<file path="config.mk">
export PLATFORM = sky130hd
export DESIGN_NAME = ewma_anomaly_score_alarm_flat
export DESIGN_NICKNAME = d
export VERILOG_FILES = /design/src/rtl/core/eas_pkg.sv /design/src/rtl/core/eas_in_if.sv /design/src/rtl/core/eas_out_if.sv /design/src/rtl/core/eas_cfg_if.sv /design/src/rtl/core/eas_cfg_regs.sv /design/src/rtl/core/eas_score.sv /design/src/rtl/core/eas_tally.sv /design/src/rtl/core/ewma_anomaly_score_alarm.sv /design/src/flat_wrapper.sv
export SDC_FILE = /design/constraint.sdc
export NUM_CORES = 1
export LEC_CHECK = 0
export BUFFER_PORTS_ARGS = -buffer_cell sky130_fd_sc_hd__clkbuf_2
export CAP_MARGIN = 10
export CELL_PAD_IN_SITES_DETAIL_PLACEMENT = 0
export CELL_PAD_IN_SITES_GLOBAL_PLACEMENT = 1
export CORE_MARGIN = 4
export CORE_UTILIZATION = 45
export DETAILED_ROUTE_END_ITERATION = 8
export PLACE_DENSITY = 0.77
export SYNTH_ARGS = -nofsm -noshare
export SYNTH_HDL_FRONTEND = slang
export SYNTH_SLANG_ARGS = --single-unit
</file>
<file path="constraint.sdc">
create_clock -name clk -period 16.23 [get_ports clk]
set_input_delay 0.8115 -clock clk [delete_from_list [all_inputs] [get_ports clk]]
set_output_delay 0.8115 -clock clk [all_outputs]
set_load 0.02 [all_outputs]
</file>
<file path="src/rtl/core/eas_pkg.sv">
// ----------------------------------------------------------------------------
// EWMA anomaly score alarm package
// Shared types, register codes, reset values and constants of the block.
// ----------------------------------------------------------------------------
package eas_pkg;

  localparam int unsigned NUM_RULES = 4;

  // Register codes of the configuration port.
  typedef enum logic [1:0] {
    REG_RULE_ENABLE      = 2'd0,
    REG_SCORE_THRESHOLD  = 2'd1,
    REG_DEVIATION_MARGIN = 2'd2
  } cfg_reg_e;

  localparam logic [3:0] RULE_ENABLE_RST      = 4'd15;
  localparam logic [7:0] SCORE_THRESHOLD_RST  = 8'd40;
  localparam logic [7:0] DEVIATION_MARGIN_RST = 8'd15;

  localparam logic [6:0] LOW_ENERGY_LIMIT = 7'd20;
  localparam logic [8:0] SCORE_MAX        = 9'd255;

  // Outcome counter slots.
  typedef enum logic [1:0] {
    OUT_TRUE_POS  = 2'd0,
    OUT_FALSE_POS = 2'd1,
    OUT_TRUE_NEG  = 2'd2,
    OUT_FALSE_NEG = 2'd3
  } outcome_e;

  typedef struct packed {
    logic [3:0] rule_enable;
    logic [7:0] score_threshold;
    logic [7:0] deviation_margin;
  } cfg_t;

  typedef struct packed {
    logic [NUM_RULES-1:0][7:0] signal;
    logic [6:0]                energy_percent;
    logic                      attack_truth;
  } item_t;

  typedef struct packed {
    logic [7:0] score;
    logic       alarm;
  } verdict_t;

  // Weight of each rule in the score sum.
  function automatic logic [1:0] rule_weight(input logic [1:0] rule);
    logic [1:0] w;
    unique case (rule)
      2'd0:    w = 2'd3;
      2'd1:    w = 2'd2;
      default: w = 2'd1;
    endcase
    return w;
  endfunction

endpackage

</file>
<file path="src/rtl/core/eas_in_if.sv">
// ----------------------------------------------------------------------------
// Input channel interface
// Valid/ready channel carrying one monitoring tick.
// ----------------------------------------------------------------------------
interface eas_in_if;
  logic       valid;
  logic       ready;
  logic [7:0] rank_signal;
  logic [7:0] forward_signal;
  logic [7:0] flood_signal;
  logic [7:0] tunnel_signal;
  logic [6:0] energy_percent;
  logic       attack_truth;

  modport source (
    output valid, rank_signal, forward_signal, flood_signal, tunnel_signal,
           energy_percent, attack_truth,
    input  ready
  );
  modport sink (
    input  valid, rank_signal, forward_signal, flood_signal, tunnel_signal,
           energy_percent, attack_truth,
    output ready
  );
endinterface

</file>
<file path="src/rtl/core/eas_out_if.sv">
// ----------------------------------------------------------------------------
// Result channel interface
// Valid/ready channel carrying the score, alarm and outcome counters.
// ----------------------------------------------------------------------------
interface eas_out_if;
  logic        valid;
  logic        ready;
  logic [7:0]  score;
  logic        alarm;
  logic [31:0] true_pos;
  logic [31:0] false_pos;
  logic [31:0] true_neg;
  logic [31:0] false_neg;

  modport source (
    output valid, score, alarm, true_pos, false_pos, true_neg, false_neg,
    input  ready
  );
  modport sink (
    input  valid, score, alarm, true_pos, false_pos, true_neg, false_neg,
    output ready
  );
endinterface

</file>
<file path="src/rtl/core/eas_cfg_if.sv">
// ----------------------------------------------------------------------------
// Configuration channel interface
// Valid/ready write channel carrying a register index and write data.
// ----------------------------------------------------------------------------
interface eas_cfg_if;
  logic       valid;
  logic       ready;
  logic [1:0] index;
  logic [7:0] data;

  modport source (output valid, index, data, input ready);
  modport sink (input valid, index, data, output ready);
endinterface

</file>
<file path="src/rtl/core/eas_cfg_regs.sv">
// ----------------------------------------------------------------------------
// Configuration registers
// Holds rule enables, score threshold and deviation margin.
// ----------------------------------------------------------------------------
module eas_cfg_regs
  import eas_pkg::*;
(
  input  logic       clk,
  input  logic       rst_n,
  input  logic       wr_en,
  input  logic [1:0] wr_index,
  input  logic [7:0] wr_data,
  output cfg_t       cfg
);

  cfg_t cfg_r;
  cfg_t cfg_nxt;

  always_comb begin
    cfg_nxt = cfg_r;
    if (wr_en) begin
      unique case (wr_index)
        REG_RULE_ENABLE:      cfg_nxt.rule_enable      = wr_data[3:0];
        REG_SCORE_THRESHOLD:  cfg_nxt.score_threshold  = wr_data;
        REG_DEVIATION_MARGIN: cfg_nxt.deviation_margin = wr_data;
        default:              cfg_nxt = cfg_r;
      endcase
    end
  end

  always_ff @(posedge clk) begin
    if (!rst_n) begin
      cfg_r.rule_enable      <= RULE_ENABLE_RST;
      cfg_r.score_threshold  <= SCORE_THRESHOLD_RST;
      cfg_r.deviation_margin <= DEVIATION_MARGIN_RST;
    end else begin
      cfg_r <= cfg_nxt;
    end
  end

  assign cfg = cfg_r;

endmodule

</file>
<file path="src/rtl/core/eas_score.sv">
// ----------------------------------------------------------------------------
// Baseline and score unit
// Per-rule EWMA baselines, detection and the weighted, saturated score, halved at low energy.
// ----------------------------------------------------------------------------
module eas_score
  import eas_pkg::*;
(
  input  logic     clk,
  input  logic     rst_n,
  input  logic     commit,
  input  item_t    item,
  input  cfg_t     cfg,
  output verdict_t verdict
);

  logic [NUM_RULES-1:0][7:0] base_r;
  logic [NUM_RULES-1:0][7:0] base_nxt;
  logic [10:0]               sum;
  logic [8:0]                quarter;
  logic [7:0]                sat;
  logic [7:0]                score;

  always_comb begin
    logic [7:0]  raw;
    logic [10:0] acc;
    logic [8:0]  bound;
    sum = '0;
    for (int i = 0; i < NUM_RULES; i++) begin
      raw         = cfg.rule_enable[i] ? item.signal[i] : 8'd0;
      // 7*old + raw, then divide by eight
      acc         = {base_r[i], 3'b000} - {3'b000, base_r[i]} + {3'b000, raw};
      base_nxt[i] = acc[10:3];
      bound       = {1'b0, base_nxt[i]} + {1'b0, cfg.deviation_margin};
      if ({1'b0, raw} > bound) begin
        sum = sum + ({3'b000, raw} * {9'd0, rule_weight(2'(i))});
      end
    end
  end

  assign quarter = sum[10:2];
  assign sat     = (quarter > SCORE_MAX) ? SCORE_MAX[7:0] : quarter[7:0];
  assign score   = (item.energy_percent < LOW_ENERGY_LIMIT) ? {1'b0, sat[7:1]} : sat;

  assign verdict.score = score;
  assign verdict.alarm = score > cfg.score_threshold;

  always_ff @(posedge clk) begin
    if (!rst_n) begin
      base_r <= '0;
    end else if (commit) begin
      base_r <= base_nxt;
    end
  end

endmodule

</file>
<file path="src/rtl/core/eas_tally.sv">
// ----------------------------------------------------------------------------
// Outcome counters
// Four wrapping 32-bit confusion counters, one bumped per committed tick.
// ----------------------------------------------------------------------------
module eas_tally
  import eas_pkg::*;
(
  input  logic        clk,
  input  logic        rst_n,
  input  logic        commit,
  input  logic        alarm,
  input  logic        attack,
  output logic [31:0] true_pos,
  output logic [31:0] false_pos,
  output logic [31:0] true_neg,
  output logic [31:0] false_neg
);

  logic [3:0][31:0] cnt_r;
  outcome_e         slot;

  always_comb begin
    priority if (alarm && attack) begin
      slot = OUT_TRUE_POS;
    end else if (alarm) begin
      slot = OUT_FALSE_POS;
    end else if (attack) begin
      slot = OUT_FALSE_NEG;
    end else begin
      slot = OUT_TRUE_NEG;
    end
  end

  always_ff @(posedge clk) begin
    if (!rst_n) begin
      cnt_r <= '0;
    end else if (commit) begin
      cnt_r[slot] <= cnt_r[slot] + 32'd1;
    end
  end

  assign true_pos  = cnt_r[OUT_TRUE_POS];
  assign false_pos = cnt_r[OUT_FALSE_POS];
  assign true_neg  = cnt_r[OUT_TRUE_NEG];
  assign false_neg = cnt_r[OUT_FALSE_NEG];

endmodule

</file>
<file path="src/rtl/core/ewma_anomaly_score_alarm.sv">
// ----------------------------------------------------------------------------
// EWMA anomaly score alarm
// Top level: configuration registers, input register, score unit, outcome counters, result register.
// ----------------------------------------------------------------------------
// The block takes one monitoring tick per transaction and returns exactly one
// result transaction for it. A tick enters an input register and is committed
// once the result register is empty or its contents are being taken; then the
// four baselines are updated, the weighted score and the alarm are formed and
// one outcome counter is bumped, all at the same edge that loads the result
// register. A new tick can be accepted in every cycle as long as results are
// taken; each tick needs the baselines left by the one before, and these are
// updated at the commit edge. When the result is not taken, the input register
// still holds one more tick. Configuration writes are always accepted and take
// effect on the next tick computed; they should only be issued while no tick
// is in flight. No clearing pass is needed after reset.
// ----------------------------------------------------------------------------
module ewma_anomaly_score_alarm
  import eas_pkg::*;
(
  input  logic  clk,
  input  logic  rst_n,
  eas_in_if.sink     in_ch,
  eas_out_if.source  out_ch,
  eas_cfg_if.sink    cfg_ch
);

  cfg_t     cfg;
  verdict_t verdict;
  item_t    item_r;
  logic     in_valid_r;
  logic     in_valid_nxt;
  logic     out_valid_r;
  logic     out_valid_nxt;
  verdict_t verdict_r;
  logic     commit;
  logic     in_take;

  // Configuration writes never stall.
  assign cfg_ch.ready = 1'b1;

  eas_cfg_regs u_cfg (
    .clk      (clk),
    .rst_n    (rst_n),
    .wr_en    (cfg_ch.valid),
    .wr_index (cfg_ch.index),
    .wr_data  (cfg_ch.data),
    .cfg      (cfg)
  );

  // A tick in the input register is committed when the result register is
  // empty or its contents are being taken in this cycle.
  assign commit       = in_valid_r && (!out_valid_r || out_ch.ready);
  assign in_ch.ready  = !in_valid_r || commit;
  assign in_take      = in_ch.valid && in_ch.ready;

  assign in_valid_nxt  = in_take || (in_valid_r && !commit);
  assign out_valid_nxt = commit || (out_valid_r && !out_ch.ready);

  always_ff @(posedge clk) begin
    if (!rst_n) begin
      in_valid_r  <= 1'b0;
      out_valid_r <= 1'b0;
    end else begin
      in_valid_r  <= in_valid_nxt;
      out_valid_r <= out_valid_nxt;
    end
  end

  always_ff @(posedge clk) begin
    if (in_take) begin
      item_r.signal[0]      <= in_ch.rank_signal;
      item_r.signal[1]      <= in_ch.forward_signal;
      item_r.signal[2]      <= in_ch.flood_signal;
      item_r.signal[3]      <= in_ch.tunnel_signal;
      item_r.energy_percent <= in_ch.energy_percent;
      item_r.attack_truth   <= in_ch.attack_truth;
    end
    if (commit) begin
      verdict_r <= verdict;
    end
  end

  eas_score u_score (
    .clk     (clk),
    .rst_n   (rst_n),
    .commit  (commit),
    .item    (item_r),
    .cfg     (cfg),
    .verdict (verdict)
  );

  // The counters change only at the edge that loads the result register, so
  // their current values always belong to the result on offer.
  eas_tally u_tally (
    .clk       (clk),
    .rst_n     (rst_n),
    .commit    (commit),
    .alarm     (verdict.alarm),
    .attack    (item_r.attack_truth),
    .true_pos  (out_ch.true_pos),
    .false_pos (out_ch.false_pos),
    .true_neg  (out_ch.true_neg),
    .false_neg (out_ch.false_neg)
  );

  assign out_ch.valid = out_valid_r;
  assign out_ch.score = verdict_r.score;
  assign out_ch.alarm = verdict_r.alarm;

  logic [31:0] cnt_total;
  assign cnt_total = out_ch.true_pos + out_ch.false_pos + out_ch.true_neg
                   + out_ch.false_neg;

  // Every committed tick bumps exactly one counter.
  a_count_step: assert property (@(posedge clk) disable iff (!rst_n)
    commit |=> cnt_total == $past(cnt_total) + 32'd1)
    else $error("outcome counters did not advance by one on commit");

  // Counters hold when nothing is committed.
  a_count_hold: assert property (@(posedge clk) disable iff (!rst_n)
    !commit |=> cnt_total == $past(cnt_total))
    else $error("outcome counters changed without a commit");

  // A waiting tick is never dropped.
  a_item_kept: assert property (@(posedge clk) disable iff (!rst_n)
    (in_valid_r && !commit) |=> in_valid_r)
    else $error("tick in input register lost");

  // A result is produced only from a committed tick.
  a_result_source: assert property (@(posedge clk) disable iff (!rst_n)
    (!out_valid_r || out_ch.ready) && !commit |=> !out_valid_r)
    else $error("result offered without a committed tick");

endmodule
</file>
<file path="src/flat_wrapper.sv">
// flat-port wrapper written by rule: the top's interface ports become plain ports
module ewma_anomaly_score_alarm_flat import eas_pkg::*;
  (clk, rst_n, in_ch_valid, in_ch_rank_signal, in_ch_forward_signal, in_ch_flood_signal, in_ch_tunnel_signal, in_ch_energy_percent, in_ch_attack_truth, in_ch_ready, out_ch_valid, out_ch_score, out_ch_alarm, out_ch_true_pos, out_ch_false_pos, out_ch_true_neg, out_ch_false_neg, out_ch_ready, cfg_ch_valid, cfg_ch_index, cfg_ch_data, cfg_ch_ready);
  eas_in_if in_ch_i ();
  eas_out_if out_ch_i ();
  eas_cfg_if cfg_ch_i ();
  input  logic clk;
  input  logic rst_n;
  input wire logic [$bits(in_ch_i.valid)-1:0] in_ch_valid;
  input wire logic [$bits(in_ch_i.rank_signal)-1:0] in_ch_rank_signal;
  input wire logic [$bits(in_ch_i.forward_signal)-1:0] in_ch_forward_signal;
  input wire logic [$bits(in_ch_i.flood_signal)-1:0] in_ch_flood_signal;
  input wire logic [$bits(in_ch_i.tunnel_signal)-1:0] in_ch_tunnel_signal;
  input wire logic [$bits(in_ch_i.energy_percent)-1:0] in_ch_energy_percent;
  input wire logic [$bits(in_ch_i.attack_truth)-1:0] in_ch_attack_truth;
  output wire logic [$bits(in_ch_i.ready)-1:0] in_ch_ready;
  output wire logic [$bits(out_ch_i.valid)-1:0] out_ch_valid;
  output wire logic [$bits(out_ch_i.score)-1:0] out_ch_score;
  output wire logic [$bits(out_ch_i.alarm)-1:0] out_ch_alarm;
  output wire logic [$bits(out_ch_i.true_pos)-1:0] out_ch_true_pos;
  output wire logic [$bits(out_ch_i.false_pos)-1:0] out_ch_false_pos;
  output wire logic [$bits(out_ch_i.true_neg)-1:0] out_ch_true_neg;
  output wire logic [$bits(out_ch_i.false_neg)-1:0] out_ch_false_neg;
  input wire logic [$bits(out_ch_i.ready)-1:0] out_ch_ready;
  input wire logic [$bits(cfg_ch_i.valid)-1:0] cfg_ch_valid;
  input wire logic [$bits(cfg_ch_i.index)-1:0] cfg_ch_index;
  input wire logic [$bits(cfg_ch_i.data)-1:0] cfg_ch_data;
  output wire logic [$bits(cfg_ch_i.ready)-1:0] cfg_ch_ready;
  assign in_ch_i.valid = in_ch_valid;
  assign in_ch_i.rank_signal = in_ch_rank_signal;
  assign in_ch_i.forward_signal = in_ch_forward_signal;
  assign in_ch_i.flood_signal = in_ch_flood_signal;
  assign in_ch_i.tunnel_signal = in_ch_tunnel_signal;
  assign in_ch_i.energy_percent = in_ch_energy_percent;
  assign in_ch_i.attack_truth = in_ch_attack_truth;
  assign in_ch_ready = in_ch_i.ready;
  assign out_ch_valid = out_ch_i.valid;
  assign out_ch_score = out_ch_i.score;
  assign out_ch_alarm = out_ch_i.alarm;
  assign out_ch_true_pos = out_ch_i.true_pos;
  assign out_ch_false_pos = out_ch_i.false_pos;
  assign out_ch_true_neg = out_ch_i.true_neg;
  assign out_ch_false_neg = out_ch_i.false_neg;
  assign out_ch_i.ready = out_ch_ready;
  assign cfg_ch_i.valid = cfg_ch_valid;
  assign cfg_ch_i.index = cfg_ch_index;
  assign cfg_ch_i.data = cfg_ch_data;
  assign cfg_ch_ready = cfg_ch_i.ready;
  ewma_anomaly_score_alarm u_core (.clk(clk), .rst_n(rst_n), .in_ch(in_ch_i), .out_ch(out_ch_i), .cfg_ch(cfg_ch_i));
endmodule
</file>
# Word level (Yosys, flattened, before mapping)
# Index checks and enable logic that the tools add are counted.
[op_classes]
n_mul = 4
n_eq_ne = 2
shifts = 0
div_mod_pow = 0
muxes = 22
reduce_logical = 18
addsub = 16
order_cmp = 9
bitwise_logic = 0
[ops]
columns = ["operator", "count"]
rows = [
  ["$bwmux W128", 1],
  ["$bmux W32 S2", 1],
  ["$demux W32 S2", 1],
  ["$mux W32", 2],
  ["$mux W8", 6],
  ["$add A11 B8 Y11", 4],
  ["$sub A11 B8 Y11", 4],
  ["$mul A8 B2 Y10", 4],
  ["$add A8 B8 Y9", 4],
  ["$gt A8 B9 Y1", 4],
  ["$add A11 B10 Y11", 3],
  ["$mux W11", 3],
  ["$add A32 B1 Y32 const B", 1],
  ["$mux W2", 6],
  ["$mux W10", 1],
  ["$gt A9 B8 Y1 const B", 1],
  ["$gt A8 B8 Y1", 1],
  ["$lt A7 B5 Y1 const B", 1],
  ["$logic_and A1 B1 Y1", 6],
  ["$reduce_and A2 Y1", 3],
  ["$logic_not A1 Y1", 4],
  ["$logic_or A1 B1 Y1", 4],
  ["$lt A2 B3 Y1 const B", 1],
  ["$eq A2 B1 Y1 const B", 1],
  ["4 further kinds", 4],
]
[word_totals]
ramBits = 0
word_cells = 92
out_inout_bits = 140
input_bits = 55
rom_bits = 0
mem_count = 0
regBits = 231
latch_bits = 0

# Depth between registers and ports, before layout
[logic_depth]
word_depth = 24
ltp_mapped = 73
mapped_depth_nobuf = 66

# By module
# From an unflattened synthesis, not the netlist that was laid out.
[unflattened]
hier_cells = 1912
area_unflattened_um2 = 17150.2
[modules_own_cells]
columns = ["module", "cells_per_inst", "area_per_inst_um2", "n_inst", "seq_area_each_um2"]
rows = [
  ["eas_score", 1010, 7965.1, 1, 640.6],
  ["eas_tally", 761, 6784.0, 1, 2562.5],
  ["ewma_anomaly_score_alarm", 60, 1586.5, 1, 1511.4],
  ["eas_cfg_regs", 81, 814.5, 1, 400.4],
]

# Worst setup path after synthesis
# Ideal clock, no wire load.
[synth_timing]
kind = "register to register"
from = "register u_core.u_cfg.cfg_r (netlist bit u_core.u_cfg.cfg[16])"
to = "register u_core.u_tally.cnt_r (netlist bit u_core.u_tally.false_pos[26])"
arrival_ps = 13936
n_path_buf = 9
stages_incl_launch_ff = 70
synth_period_minus_slack_ps = 14069
setup_ps = 132
path_slack_ps = 2161
required_ps = 16098
cell_sequence = "dfxtp_1 clkbuf_1 clkbuf_1 and2_1 fa_1 ha_1 inv_1 o21bai_1 xor2_1 ha_1 a21oi_1 and2_1 nor2b_1 o21ai_0 nand2b_1 a21o_1 a21oi_1 xor2_1 [34 not listed] a211oi_1 nor2_1 ha_1 buf_4 buf_4 buf_2 buf_2 buf_2 mux4_2 ha_1 clkbuf_1 nand3_1 or2_2 mux2i_1 nand2_1 nor4b_1 xnor2_1 a21oi_1"
[synth_rtl]
columns = ["item", "line_no", "source"]
rows = [
  ["start: declaration", "eas_cfg_regs.sv:16", "cfg_t cfg_r;"],
  ["start signal: assignment", "eas_cfg_regs.sv:37", "cfg_r <= cfg_nxt;"],
  ["end signal: indexed assignment", "eas_tally.sv:38", "cnt_r[slot] <= cnt_r[slot] + 32'd1;"],
  ["end: declaration", "eas_tally.sv:19", "logic [3:0][31:0] cnt_r;"],
]

==> summary.txt <==
Seq/Total Area, Yosys: 30.9%
die height: 199 um
Final Hold Fails: 0
WP data required: 16.74 ns
total track usage: 23.7%
crit-path max cell delay: 0.78 ns
Top cell by count, worst path: ha_1
multi-input logic area: 10400 um2
CTS sink cnt: 229
layout net count: 2287
1st-iter DRT viols: 939
status: finished, final reports clean
drt wl/cell: 19.2 um
period utilisation layout: 93.1%
YS warnings: 0
Starting Density: 45.8%
layout cells sized above 1: 15.0%
relative slew slack: 22.0%
EDFF count, synth: 47
area of the mapped netlist: 16300 um2
number of port buffers: 191
Worst Skew: 0.0252 ns
Main synth FF type: dfxtp_1
via count: 14313
crit path launch type: register
most numerous cell in the Yosys netlist: nand2_1
synth cell count leaders: 226 x nand2_1, 182 x dfxtp_1, 170 x ha_1
vias in the first global route: 13419
Post-Syn Instances: 1885
fin. max-slew vios: 0
slowest CP cell: or4_1
final setup fails: 0
dpl hpwl: 35.4 mm
grt total ovfl: 0
class of the worst hold path: input port to register
Routed Antenna Nets: 0
Yosys top cell by area: dfxtp_1
setup slack after layout: 1.12 ns
FP Rows: 69
Post-synth ARST share: 0%
initial antenna violation count: 1
max cap viols: 0
Max Buffers Root-to-Sink: 3
first-pass GRT wire length: 75.0 mm
Detailed Routing Iterations Pass 1: 7
DRC Markers: 0
Least-Margin Pin Slew: 1.17 ns
unrepaired setup endpoints after global routing: false
Final Critical Period: 15.11 ns
core footprint: 35700 um2
filler instances: 3435
Final Wtd Congestion: 0.927
Synth area leaders: dfxtp_1 22%, ha_1 13%, edfxtp_1 8.6%
clock-pin slew on the worst setup and hold paths: 0.06 ns
post-place setup slack: 0.826 ns
CTS tree: built
DRT Wirelength: 48.3 mm
Post-Syn Area per Cell: 8.67 um2
Final Instance Area: 18600 um2
pin count of the biggest net entering global routing: 85
placed cell area: 17600 um2
Max Clk Rate: 0.0662 GHz
Worst Setup End Kind: register
clock root buffer: clkbuf_16
Synth top area share: 22.3%
Post-Syn Nets: 2136
synthesized flop and latch total: 229
worst path arrival time: 15.62 ns
Yosys cell types: 80
post-DR vias/cell: 5.68
Placed Instances: 2466
die width: 199 um
CTS Buf Count: 28
die area: 39400 um2
Layout area overhead: 13.9%
FF+latch area: 5060 um2
CTS H-tree depth: 1
I/O pins: 195
Setup TNS: 0 ns
crit-path max FO: 30
crit path kind: register to register
final cell count without fillers: 2518
hold_buf cts: 0
Clk Latency, worst-skew pair: 0.58 ns
==> state kept, by name, indices dropped and copies added, names as in the netlist, 8 cells and up <==
register	count
u_core.item_r	38
u_core.u_score.base_r	32
u_core.u_tally.false_neg	32
u_core.u_tally.false_pos	32
u_core.u_tally.true_neg	32
u_core.u_tally.true_pos	32
u_core.u_cfg.cfg	20
u_core.out_ch.score	8
==> layout make-up <==
cell class                      count  area share (%)
Inverter                          137            2.78
Tap cell                          461            3.10
Antenna cell                        1          0.0134
Sequential cell                   229            27.2
Clock inverter                     13           0.807
Multi-Input combinational cell   1434            56.1
Clock buffer                       37            4.28
Timing Repair Buffer              206            5.81
==> cells by family (layout without fill, tap and decap cells) <==
kind of cell    Yosys count  after routing  synth area share (%)
mux                      76             76                  6.76
simple gates            580            580                  16.2
other cells               1              2                0.0230
flops                   229            229                  30.9
fa+ha+maj               196            196                  16.2
buf+inv                 222            393                  5.27
xor+xnor                102            102                  5.55
compound gates          479            479                  19.0
==> per-stage QoR <==
stage          util [%]  hold WS, ns
6_report           52.2        0.412
5_1_grt            52.2        0.396
4_1_cts            52.1        0.386
3_5_place_dp       49.5        0.447
3_3_place_gp       49.5        0.442
2_1_floorplan         -        0.436
==> timing repair <==
| item | CTS | global route |
|---|---|---|
| setup buffers | 0 | 1 |
| gates resized for setup | 0 | 1 |
| endpoints found under the setup margin | 0 | 44 |
==> placed cells by master (no fill, tap or decap), drive strengths merged, types with 6 or more instances in the layout <==
cell type  Yosys  routed
a211o          8       8
a211oi        64      64
a21o          20      20
a21oi        136     136
a31oi         11      11
a32oi          6       6
and2          21      21
and3          13      13
buf           18      15
clkbuf        67     228
clkinv         1       7
dfxtp        182     182
edfxtp        47      47
fa            26      26
ha           170     170
inv          136     137
mux2           9       9
mux2i         41      41
mux4          26      26
nand2        227     227
nand2b        11      11
nand3         54      54
nand3b        12      12
nand4         10      10
nor2         159     159
nor2b         12      12
nor3          15      15
nor3b          7       7
nor4           7       7
o211ai        13      13
o21a          31      31
o21ai         97      97
o21bai        21      21
o31ai         15      15
or2            8       8
or3           11      11
or4            6       6
xnor2         54      54
xor2          47      47
==> worst max-delay path, delay by kind of cell (launching register included) <==
family / cells / cell delay (ns)
buffers and inverters: 2 / 0.64
adder cells (fa/ha/maj): 12 / 3.89
AO/OA/AOI/OAI: 23 / 4.87
multiplexers: 1 / 0.26
AND/OR/NAND/NOR: 20 / 3.90
XOR/XNOR: 5 / 0.95
flip-flops: 1 / 0.53
==> path summary, 6_finish.rpt <==
check	start	endpoint	slack [ns]	cells after the start
worst max-delay path	u_core.u_cfg.cfg[16]$_SDFFE_PN1P_	u_core.u_tally.false_neg[29]$_SDFFE_PN0P_	1.12	63
worst min-delay path	in_ch_rank_signal[6]	u_core.item_r[14]$_DFFE_PP_	0.41	1
worst max register to register	u_core.u_cfg.cfg[16]$_SDFFE_PN1P_	u_core.u_tally.false_neg[29]$_SDFFE_PN0P_	1.12	63
worst min register to register	u_core.u_score.base_r[4]$_SDFFE_PN0P_	u_core.u_score.base_r[4]$_SDFFE_PN0P_	0.45	2
==> per-layer routing <==
layer | track usage [%] | vias to the layer above | share of wire (%)
met5 | 0 | - | 0
met4 | 7.24 | 0 | 3.3
met3 | 3.46 | 92 | 6.1
met2 | 35.5 | 422 | 42
met1 | 35.3 | 6770 | 48
li1 | - | 7029 | -
Power is not shown: default switching activity piles up to over one toggle a cycle in this logic, so the estimate is an artifact.
